--- config.mk ---
export PLATFORM = sky130hd
export DESIGN_NAME = four_digit_segment_display_control_core
export DESIGN_NICKNAME = d
export VERILOG_FILES = /design/src/hw/rtl/fdsd_pkg.sv /design/src/hw/rtl/fdsd_front.sv /design/src/hw/rtl/fdsd_queue.sv /design/src/hw/rtl/fdsd_back.sv /design/src/hw/rtl/four_digit_segment_display_control_core.sv
export VERILOG_INCLUDE_DIRS = /design/src /design/src/hw/rtl
export SDC_FILE = /design/constraint.sdc
export NUM_CORES = 1
export LEC_CHECK = 0
export BUFFER_PORTS_ARGS = -buffer_cell sky130_fd_sc_hd__buf_2
export CAP_MARGIN = 30
export CORE_ASPECT_RATIO = 0.8
export CORE_UTILIZATION = 55
export CTS_CLUSTER_SIZE = 28
export DETAILED_ROUTE_END_ITERATION = 6
export PLACE_DENSITY = 0.72
export SYNTH_ARGS = -nofsm -noshare
export SYNTH_HDL_FRONTEND = slang
export SYNTH_HIERARCHICAL = 1
export SYNTH_SLANG_ARGS = --single-unit
--- constraint.sdc ---
create_clock -name clk -period 9.3 [get_ports clk]
set_input_delay 1.86 -clock clk [delete_from_list [all_inputs] [get_ports clk]]
set_output_delay 1.86 -clock clk [all_outputs]
set_load 0.005 [all_outputs]
--- src/hw/rtl/four_digit_segment_display_control_core_assert.svh ---
// Assertion helpers for the display control core.
// Both expect clk and rst in scope.
`ifndef FOUR_DIGIT_SEGMENT_DISPLAY_CONTROL_CORE_ASSERT_SVH
`define FOUR_DIGIT_SEGMENT_DISPLAY_CONTROL_CORE_ASSERT_SVH

// Consequent holds in the same cycle as the trigger.
`define FDSD_ASSERT_SAME(label, trig, cons) \
  label: assert property (@(posedge clk) disable iff (rst) (trig) |-> (cons)) \
    else $error("fdsd: check failed in the same cycle");

// Consequent holds in the cycle after the trigger.
`define FDSD_ASSERT_NEXT(label, trig, cons) \
  label: assert property (@(posedge clk) disable iff (rst) (trig) |=> (cons)) \
    else $error("fdsd: check failed one cycle later");

`endif

--- src/hw/rtl/fdsd_pkg.sv ---
`timescale 1ns / 1ps
package fdsd_pkg;

  localparam int NumDigits  = 4;
  localparam int NumPoints  = 3;
  localparam int SegW       = 7;
  localparam int QueueDepth = 2;
  localparam int QueuePtrW  = $clog2(QueueDepth);
  localparam int QueueCntW  = $clog2(QueueDepth + 1);

  localparam int MaxHexDigit = 15;
  localparam int MaxDecimal  = 9999;
  localparam int MaxHours    = 23;
  localparam int MaxMinutes  = 59;
  localparam int DecBase     = 10;

  // Reciprocals for exact constant division over the ranges in use
  localparam int Recip1000  = 8389;
  localparam int Shift1000  = 23;
  localparam int Recip100   = 5243;
  localparam int Shift100   = 19;
  localparam int Recip10    = 6554;
  localparam int Shift10    = 16;
  localparam int Recip10Sm  = 205;
  localparam int Shift10Sm  = 11;

  typedef enum logic [3:0] {
    OP_SET_DIGIT   = 4'd0,
    OP_BLANK_DIGIT = 4'd1,
    OP_SET_POINT   = 4'd2,
    OP_CLR_POINT   = 4'd3,
    OP_SET_COLON   = 4'd4,
    OP_CLR_COLON   = 4'd5,
    OP_HEX         = 4'd6,
    OP_DECIMAL     = 4'd7,
    OP_TIME        = 4'd8
  } op_t;

  typedef logic [SegW-1:0] seg_t;

  typedef struct packed {
    op_t        op;
    logic [1:0] pos;
    logic [15:0] value;
    logic [4:0] hours;
    logic [5:0] minutes;
    logic [3:0] q1000;
    logic [6:0] q100;
    logic [9:0] q10;
    logic [1:0] hours_tens;
    logic [2:0] minutes_tens;
    logic       bad;
  } cmd_t;

  typedef struct packed {
    logic full;
    logic empty;
  } q_stat_t;

  function automatic seg_t hex_seg(input logic [3:0] nib);
    seg_t seg;
    unique case (nib)
      4'h0: seg = 7'h3F;
      4'h1: seg = 7'h06;
      4'h2: seg = 7'h5B;
      4'h3: seg = 7'h4F;
      4'h4: seg = 7'h66;
      4'h5: seg = 7'h6D;
      4'h6: seg = 7'h7D;
      4'h7: seg = 7'h07;
      4'h8: seg = 7'h7F;
      4'h9: seg = 7'h6F;
      4'hA: seg = 7'h77;
      4'hB: seg = 7'h7C;
      4'hC: seg = 7'h39;
      4'hD: seg = 7'h5E;
      4'hE: seg = 7'h79;
      4'hF: seg = 7'h71;
      default: seg = '0;
    endcase
    return seg;
  endfunction

endpackage

--- src/hw/rtl/fdsd_front.sv ---
`timescale 1ns / 1ps
module fdsd_front (
  input  logic            clk,
  input  logic            rst,
  input  logic            cmd_valid,
  output logic            cmd_stall,
  input  logic [3:0]      op,
  input  logic [1:0]      position,
  input  logic [15:0]     value,
  input  logic [4:0]      hours,
  input  logic [5:0]      minutes,
  input  fdsd_pkg::q_stat_t q_stat,
  output logic            push,
  output fdsd_pkg::cmd_t  push_cmd
);
  import fdsd_pkg::*;

  logic        front_valid;
  cmd_t        front_cmd;
  cmd_t        cmd_next;
  logic [13:0] dec_val;
  logic [27:0] p1000;
  logic [27:0] p100;
  logic [27:0] p10;
  logic [12:0] p_hours;
  logic [13:0] p_minutes;
  logic        bad;

  assign cmd_stall = front_valid & q_stat.full;
  assign push      = front_valid & ~q_stat.full;
  assign push_cmd  = front_cmd;

  // Classify the request and take the constant-divisor quotients
  always_comb begin
    dec_val   = value[13:0];
    p1000     = 28'(dec_val) * 28'(Recip1000);
    p100      = 28'(dec_val) * 28'(Recip100);
    p10       = 28'(dec_val) * 28'(Recip10);
    p_hours   = 13'(hours) * 13'(Recip10Sm);
    p_minutes = 14'(minutes) * 14'(Recip10Sm);

    bad = 1'b0;
    if (op > 4'(OP_TIME)) begin
      bad = 1'b1;
    end else if (op == 4'(OP_SET_DIGIT) && value > 16'(MaxHexDigit)) begin
      bad = 1'b1;
    end else if ((op == 4'(OP_SET_POINT) || op == 4'(OP_CLR_POINT)) &&
                 position == 2'(NumPoints)) begin
      bad = 1'b1;
    end else if (op == 4'(OP_DECIMAL) && value > 16'(MaxDecimal)) begin
      bad = 1'b1;
    end else if (op == 4'(OP_TIME) &&
                 (hours > 5'(MaxHours) || minutes > 6'(MaxMinutes))) begin
      bad = 1'b1;
    end

    cmd_next.op           = op_t'(op);
    cmd_next.pos          = position;
    cmd_next.value        = value;
    cmd_next.hours        = hours;
    cmd_next.minutes      = minutes;
    cmd_next.q1000        = p1000[Shift1000 +: 4];
    cmd_next.q100         = p100[Shift100 +: 7];
    cmd_next.q10          = p10[Shift10 +: 10];
    cmd_next.hours_tens   = p_hours[Shift10Sm +: 2];
    cmd_next.minutes_tens = p_minutes[Shift10Sm +: 3];
    cmd_next.bad          = bad;
  end

  always_ff @(posedge clk) begin
    if (rst) begin
      front_valid <= 1'b0;
    end else if (!cmd_stall) begin
      front_valid <= cmd_valid;
    end
  end

  always_ff @(posedge clk) begin
    if (!cmd_stall) begin
      front_cmd <= cmd_next;
    end
  end

endmodule

--- src/hw/rtl/fdsd_queue.sv ---
`timescale 1ns / 1ps
module fdsd_queue (
  input  logic              clk,
  input  logic              rst,
  input  logic              push,
  input  fdsd_pkg::cmd_t    push_cmd,
  input  logic              pop,
  output fdsd_pkg::cmd_t    head,
  output fdsd_pkg::q_stat_t q_stat
);
  import fdsd_pkg::*;

  cmd_t                 entries [QueueDepth];
  logic [QueuePtrW-1:0] wr_ptr;
  logic [QueuePtrW-1:0] rd_ptr;
  logic [QueueCntW-1:0] count;

  assign head         = entries[rd_ptr];
  assign q_stat.full  = (count == QueueCntW'(QueueDepth));
  assign q_stat.empty = (count == '0);

  always_ff @(posedge clk) begin
    if (rst) begin
      wr_ptr <= '0;
      rd_ptr <= '0;
      count  <= '0;
    end else begin
      if (push) begin
        wr_ptr <= (wr_ptr == QueuePtrW'(QueueDepth - 1)) ? '0 : wr_ptr + 1'b1;
      end
      if (pop) begin
        rd_ptr <= (rd_ptr == QueuePtrW'(QueueDepth - 1)) ? '0 : rd_ptr + 1'b1;
      end
      if (push && !pop) begin
        count <= count + 1'b1;
      end else if (pop && !push) begin
        count <= count - 1'b1;
      end
    end
  end

  always_ff @(posedge clk) begin
    if (push) begin
      entries[wr_ptr] <= push_cmd;
    end
  end

endmodule

--- src/hw/rtl/fdsd_back.sv ---
`timescale 1ns / 1ps
module fdsd_back (
  input  logic              clk,
  input  logic              rst,
  input  fdsd_pkg::cmd_t    head,
  input  fdsd_pkg::q_stat_t q_stat,
  output logic              pop,
  output logic              disp_valid,
  input  logic              disp_stall,
  output logic [6:0]        digit0_segments,
  output logic [6:0]        digit1_segments,
  output logic [6:0]        digit2_segments,
  output logic [6:0]        digit3_segments,
  output logic [2:0]        points,
  output logic              colon,
  output logic              bad_request
);
  import fdsd_pkg::*;

  seg_t                 digits      [NumDigits];
  seg_t                 digits_next [NumDigits];
  logic [NumPoints-1:0] points_next;
  logic                 colon_next;
  logic [6:0]           rem1;
  logic [9:0]           rem2;
  logic [13:0]          rem3;
  logic [4:0]           hours_ones;
  logic [5:0]           minutes_ones;
  logic [3:0]           d0;
  logic [3:0]           d1;
  logic [3:0]           d2;
  logic [3:0]           d3;
  logic                 blank0;
  logic                 blank1;
  logic                 blank2;

  // Take the next command only when the display word has gone or is going
  assign pop = ~q_stat.empty & (~disp_valid | ~disp_stall);

  assign digit0_segments = digits[0];
  assign digit1_segments = digits[1];
  assign digit2_segments = digits[2];
  assign digit3_segments = digits[3];

  always_comb begin
    // Remainders from the quotients held in the queue
    rem1 = head.q100 - 7'(head.q1000) * 7'(DecBase);
    rem2 = head.q10 - 10'(head.q100) * 10'(DecBase);
    rem3 = head.value[13:0] - 14'(head.q10) * 14'(DecBase);
    hours_ones   = head.hours - 5'(head.hours_tens) * 5'(DecBase);
    minutes_ones = head.minutes - 6'(head.minutes_tens) * 6'(DecBase);
    d0 = head.q1000;
    d1 = rem1[3:0];
    d2 = rem2[3:0];
    d3 = rem3[3:0];
    blank0 = (d0 == '0);
    blank1 = blank0 & (d1 == '0);
    blank2 = blank1 & (d2 == '0);

    for (int i = 0; i < NumDigits; i++) begin
      digits_next[i] = digits[i];
    end
    points_next = points;
    colon_next  = colon;

    if (!head.bad) begin
      unique case (head.op)
        OP_SET_DIGIT:   digits_next[head.pos] = hex_seg(head.value[3:0]);
        OP_BLANK_DIGIT: digits_next[head.pos] = '0;
        OP_SET_POINT:   points_next = points | (3'b001 << head.pos);
        OP_CLR_POINT:   points_next = points & ~(3'b001 << head.pos);
        OP_SET_COLON:   colon_next = 1'b1;
        OP_CLR_COLON:   colon_next = 1'b0;
        OP_HEX: begin
          digits_next[0] = hex_seg(head.value[15:12]);
          digits_next[1] = hex_seg(head.value[11:8]);
          digits_next[2] = hex_seg(head.value[7:4]);
          digits_next[3] = hex_seg(head.value[3:0]);
        end
        OP_DECIMAL: begin
          digits_next[0] = blank0 ? '0 : hex_seg(d0);
          digits_next[1] = blank1 ? '0 : hex_seg(d1);
          digits_next[2] = blank2 ? '0 : hex_seg(d2);
          digits_next[3] = hex_seg(d3);
        end
        OP_TIME: begin
          digits_next[0] = hex_seg(4'(head.hours_tens));
          digits_next[1] = hex_seg(hours_ones[3:0]);
          digits_next[2] = hex_seg(4'(head.minutes_tens));
          digits_next[3] = hex_seg(minutes_ones[3:0]);
          colon_next     = 1'b1;
        end
        default: ;
      endcase
    end
  end

  always_ff @(posedge clk) begin
    if (rst) begin
      disp_valid <= 1'b0;
      points     <= '0;
      colon      <= 1'b0;
      for (int i = 0; i < NumDigits; i++) begin
        digits[i] <= '0;
      end
    end else if (pop) begin
      disp_valid <= 1'b1;
      points     <= points_next;
      colon      <= colon_next;
      for (int i = 0; i < NumDigits; i++) begin
        digits[i] <= digits_next[i];
      end
    end else if (!disp_stall) begin
      disp_valid <= 1'b0;
    end
  end

  always_ff @(posedge clk) begin
    if (pop) begin
      bad_request <= head.bad;
    end
  end

endmodule

--- src/hw/rtl/four_digit_segment_display_control_core.sv ---
`timescale 1ns / 1ps
// Channel    Handshake               Word
// command    cmd_valid / cmd_stall   op, position, value, hours, minutes
// display    disp_valid / disp_stall digit0..3_segments, points, colon, bad_request
//
// One command is taken every cycle while cmd_stall is low; it passes front, queue and back.
// The front stage classifies the command and forms the divide-by-1000/100/10 quotients;
// the back stage forms remainders, looks up segments and updates state.
// A two-word queue between them lets each side stall on its own: cmd_stall rises
// only when the front register is full and the queue holds two commands.
// Reset (synchronous, rst high) blanks all digits, clears points and colon, empties the pipe.
`include "four_digit_segment_display_control_core_assert.svh"
module four_digit_segment_display_control_core (
  input  logic        clk,
  input  logic        rst,
  input  logic        cmd_valid,
  output logic        cmd_stall,
  input  logic [3:0]  op,
  input  logic [1:0]  position,
  input  logic [15:0] value,
  input  logic [4:0]  hours,
  input  logic [5:0]  minutes,
  output logic        disp_valid,
  input  logic        disp_stall,
  output logic [6:0]  digit0_segments,
  output logic [6:0]  digit1_segments,
  output logic [6:0]  digit2_segments,
  output logic [6:0]  digit3_segments,
  output logic [2:0]  points,
  output logic        colon,
  output logic        bad_request
);
  import fdsd_pkg::*;

  logic        push;
  logic        pop;
  cmd_t        push_cmd;
  cmd_t        head;
  q_stat_t     q_stat;
  logic [31:0] disp_state;
  logic        point_op;

  // Front: take the command, flag bad requests, form quotients
  fdsd_front u_front (
    .clk       (clk),
    .rst       (rst),
    .cmd_valid (cmd_valid),
    .cmd_stall (cmd_stall),
    .op        (op),
    .position  (position),
    .value     (value),
    .hours     (hours),
    .minutes   (minutes),
    .q_stat    (q_stat),
    .push      (push),
    .push_cmd  (push_cmd)
  );

  // Hold classified commands until the back end is free
  fdsd_queue u_queue (
    .clk      (clk),
    .rst      (rst),
    .push     (push),
    .push_cmd (push_cmd),
    .pop      (pop),
    .head     (head),
    .q_stat   (q_stat)
  );

  // Back: apply the command to the display state and present the word
  fdsd_back u_back (
    .clk             (clk),
    .rst             (rst),
    .head            (head),
    .q_stat          (q_stat),
    .pop             (pop),
    .disp_valid      (disp_valid),
    .disp_stall      (disp_stall),
    .digit0_segments (digit0_segments),
    .digit1_segments (digit1_segments),
    .digit2_segments (digit2_segments),
    .digit3_segments (digit3_segments),
    .points          (points),
    .colon           (colon),
    .bad_request     (bad_request)
  );

  // Gather the whole display state for the checks below
  assign disp_state = {digit0_segments, digit1_segments, digit2_segments, digit3_segments,
                       points, colon};
  assign point_op   = (head.op == OP_SET_POINT) || (head.op == OP_CLR_POINT);

  // A refused command leaves the display untouched
  `FDSD_ASSERT_NEXT(a_bad_keeps_display, pop && head.bad, $stable(disp_state))
  // A valid time always lights the colon
  `FDSD_ASSERT_NEXT(a_time_lights_colon, pop && !head.bad && head.op == OP_TIME, colon)
  // Points move only on point commands
  `FDSD_ASSERT_NEXT(a_points_only_on_point_ops, pop && !point_op, $stable(points))
  // Never overwrite a display word that is still stalled
  `FDSD_ASSERT_SAME(a_pop_needs_free_output, pop && disp_valid, !disp_stall)

endmodule

==> metrics.yaml <==
routing:
  drtPass1Iterations: 7
  via_per_inst: 5.94
  vias: 13600
  wl_per_cell_um: 20.3
  wirelength_um: 46700
  drc: 0
  postRouteAntennaNets: 0
  drt_iter0_drc: 1319
die:
  die_y_um: 168
  initial_utilization_pct: 56.2
  core-area_um2: 33800
  rows: 60
  ioPinCount: 72
  die-area_um2: 35300
  die_w_um: 210
timing:
  fin_setup_tns_ns: 0
  fmax_mhz: 154
  layout_setup_ws_ns: 2.82
  setup_viol: 0
  timing.final.crit_share_pct: 69.7
  drv_slew: 0
  hold_violations: 0
  slew_headroom_pct: 41.2
  tightest_slew_ns: 0.877
  rsz0062_at_grt: "no"
  period_minus_slack_ns: 6.48
  clock-skew-final_ns: 0.0150
setup_path:
  cp_slowest_cell: "or4_4"
  required_ns: 9.50
  critical-path-top-delay-family: "adder cells"
  rr_worst_depth: 11
  cp_num_cells: 17
  cp_cell_sequence: "buf_2, inv_1, fa_1, inv_1, ha_1, fa_1, fa_1, inv_1, fa_1, inv_1, ha_1, nand4_1, or4_4, a21boi_2, o21ai_0, nand2b_1, xor2_1"
  critPathCapture: "u_front/push_cmd[19]"
  critPathBufInv: 5
  crit_fanout: 13
  reg2reg_to: "u_back/digits[3][3]"
  crit_type: "input port to flip-flop"
  cp-start-kind: "input port"
  slowest_delay_ns: 0.61
  reg2reg_slack_ns: 5.42
  arrival_ns: 6.68
  critPathLaunch: "value[12]"
  end_kind: "flip-flop"
power_and_ir_drop:
  ir_worst_vdd_mv: 0.172
  power_mw: 5.35
  power.density_nw_per_um2: 263
  cellLeakagePower_nw: 9.68
cells_and_area:
  area_growth_pct: 7.16
  layout_commonest_cell: "inv_1"
  layout.nets: 2360
  fillCellCount: 2758
  multi_input_area_um2: 12000
  diodes: 0
  drive_gt1_share_pct: 11.0
  mostFrequentLayoutCells: "377 x inv_1, 334 x ha_1, 173 x edfxtp_1"
  post-route-util_pct: 60.3
  stdcell_count: 2296
  seq_area_um2: 5420
placement:
  gp_congestion: 0.921
  portBuffers: 71
  place_inst: 2264
  dp_hpwl_um: 36500
  place_ws_ns: 2.39
global_routing:
  grt_pass1_wl_um: 74600
  grt_pass1_vias: 13700
  track_usage_pct: 27.5
  overflow: 0
  grt_max_degree: 50
  antenna_found_initial: 0
clocking:
  cts_tree: "yes"
  cts_buffers: 17
  postCtsResizedCells: 0
  clk_latency_ns: 0.45
  post_cts_buffers: 0
  cts_hold_buffers: 0
  cts_buffer_depth: 2
  cts_root_buf: "clkbuf_16"
  htreeDepth: 4
  clock-sinks: 184
  clk_pin_slew_worst_paths_ns: 0.07
synthesis:
  syn_area_per_cell_um2: 10.6
  syn-num-nets: 2308
  syn_inst: 1797
  synth_area_um2: 19000
  yosysWarnings: 6
run_status:
  status: "finished clean"
min_path:
  holdCritPathClass: "flip-flop to flip-flop"
flow_run:
  drv_cap: 0
==> how the worst min path moves through the flow <==
stage,to,start,cells after the start
2_1_floorplan,u_queue/entries[0][0],u_front/push_cmd[0],0
3_3_place_gp,u_queue/entries[0][30],u_front/push_cmd[30],0
3_5_place_dp,u_queue/entries[0][7],u_front/push_cmd[7],0
4_1_cts,u_queue/entries[0][7],u_front/push_cmd[7],0
5_1_grt,u_queue/entries[0][55],u_front/push_cmd[55],0
6_report,u_queue/entries[0][6],u_front/push_cmd[6],0
==> worst register-to-register path: cells and delay by family, from the launching register on <==
| kind | cells | cell delay [ns] |
|---|---|---|
| flip-flops | 1 | 0.32 |
| adder cells (fa/ha/maj) | 2 | 0.55 |
| buffers and inverters | 3 | 0.78 |
| multiplexers | 2 | 1.08 |
| AND/OR/NAND/NOR | 1 | 0.11 |
| XOR/XNOR | 2 | 0.79 |
| AO/OA/AOI/OAI | 1 | 0.15 |
==> flip-flops by register name, summed over array words and instances (netlist names), named ones only <==
| signal | flops |
|---|---|
| u_back/disp_valid | 1 |
| u_back/colon | 1 |
| u_queue/entries | 96 |
| u_queue/count | 2 |
| u_queue/rd_ptr | 1 |
| u_front/front_valid | 1 |
| u_back/bad_request | 1 |
| u_back/digits | 28 |
| u_front/push_cmd | 48 |
| u_queue/wr_ptr | 1 |
==> power by group <==
group          leakage [nW]  switching, mW  internal, mW
registers              1.78         0.0619          1.11
clock network         0.280          0.326         0.401
logic                  7.62           2.08          1.37
==> area by class of cell <==
class / instances / area share (%)
clock buffers: 20 / 2.14
clock inverters: 12 / 0.701
inverters: 378 / 6.97
multi-input cells: 1186 / 58.7
flip-flops and latches: 184 / 26.6
well taps: 434 / 2.67
repair buffers: 82 / 2.19
==> per-layer routing <==
metal,wire length [um],global-route usage [%]
met3,3640,4.72
met5,0,0
met4,923,6.82
met1,21500,40.1
met2,20600,42.5
==> stage by stage <==
stage,hold slack (ns),instance area [um^2]
after CTS,0.445,20400
after global placement,0.422,19700
after detailed placement,0.429,19800
after global routing,0.448,20400
final,0.444,20400
after floorplan,0.421,19000
(Power assumes the default switching activity.)
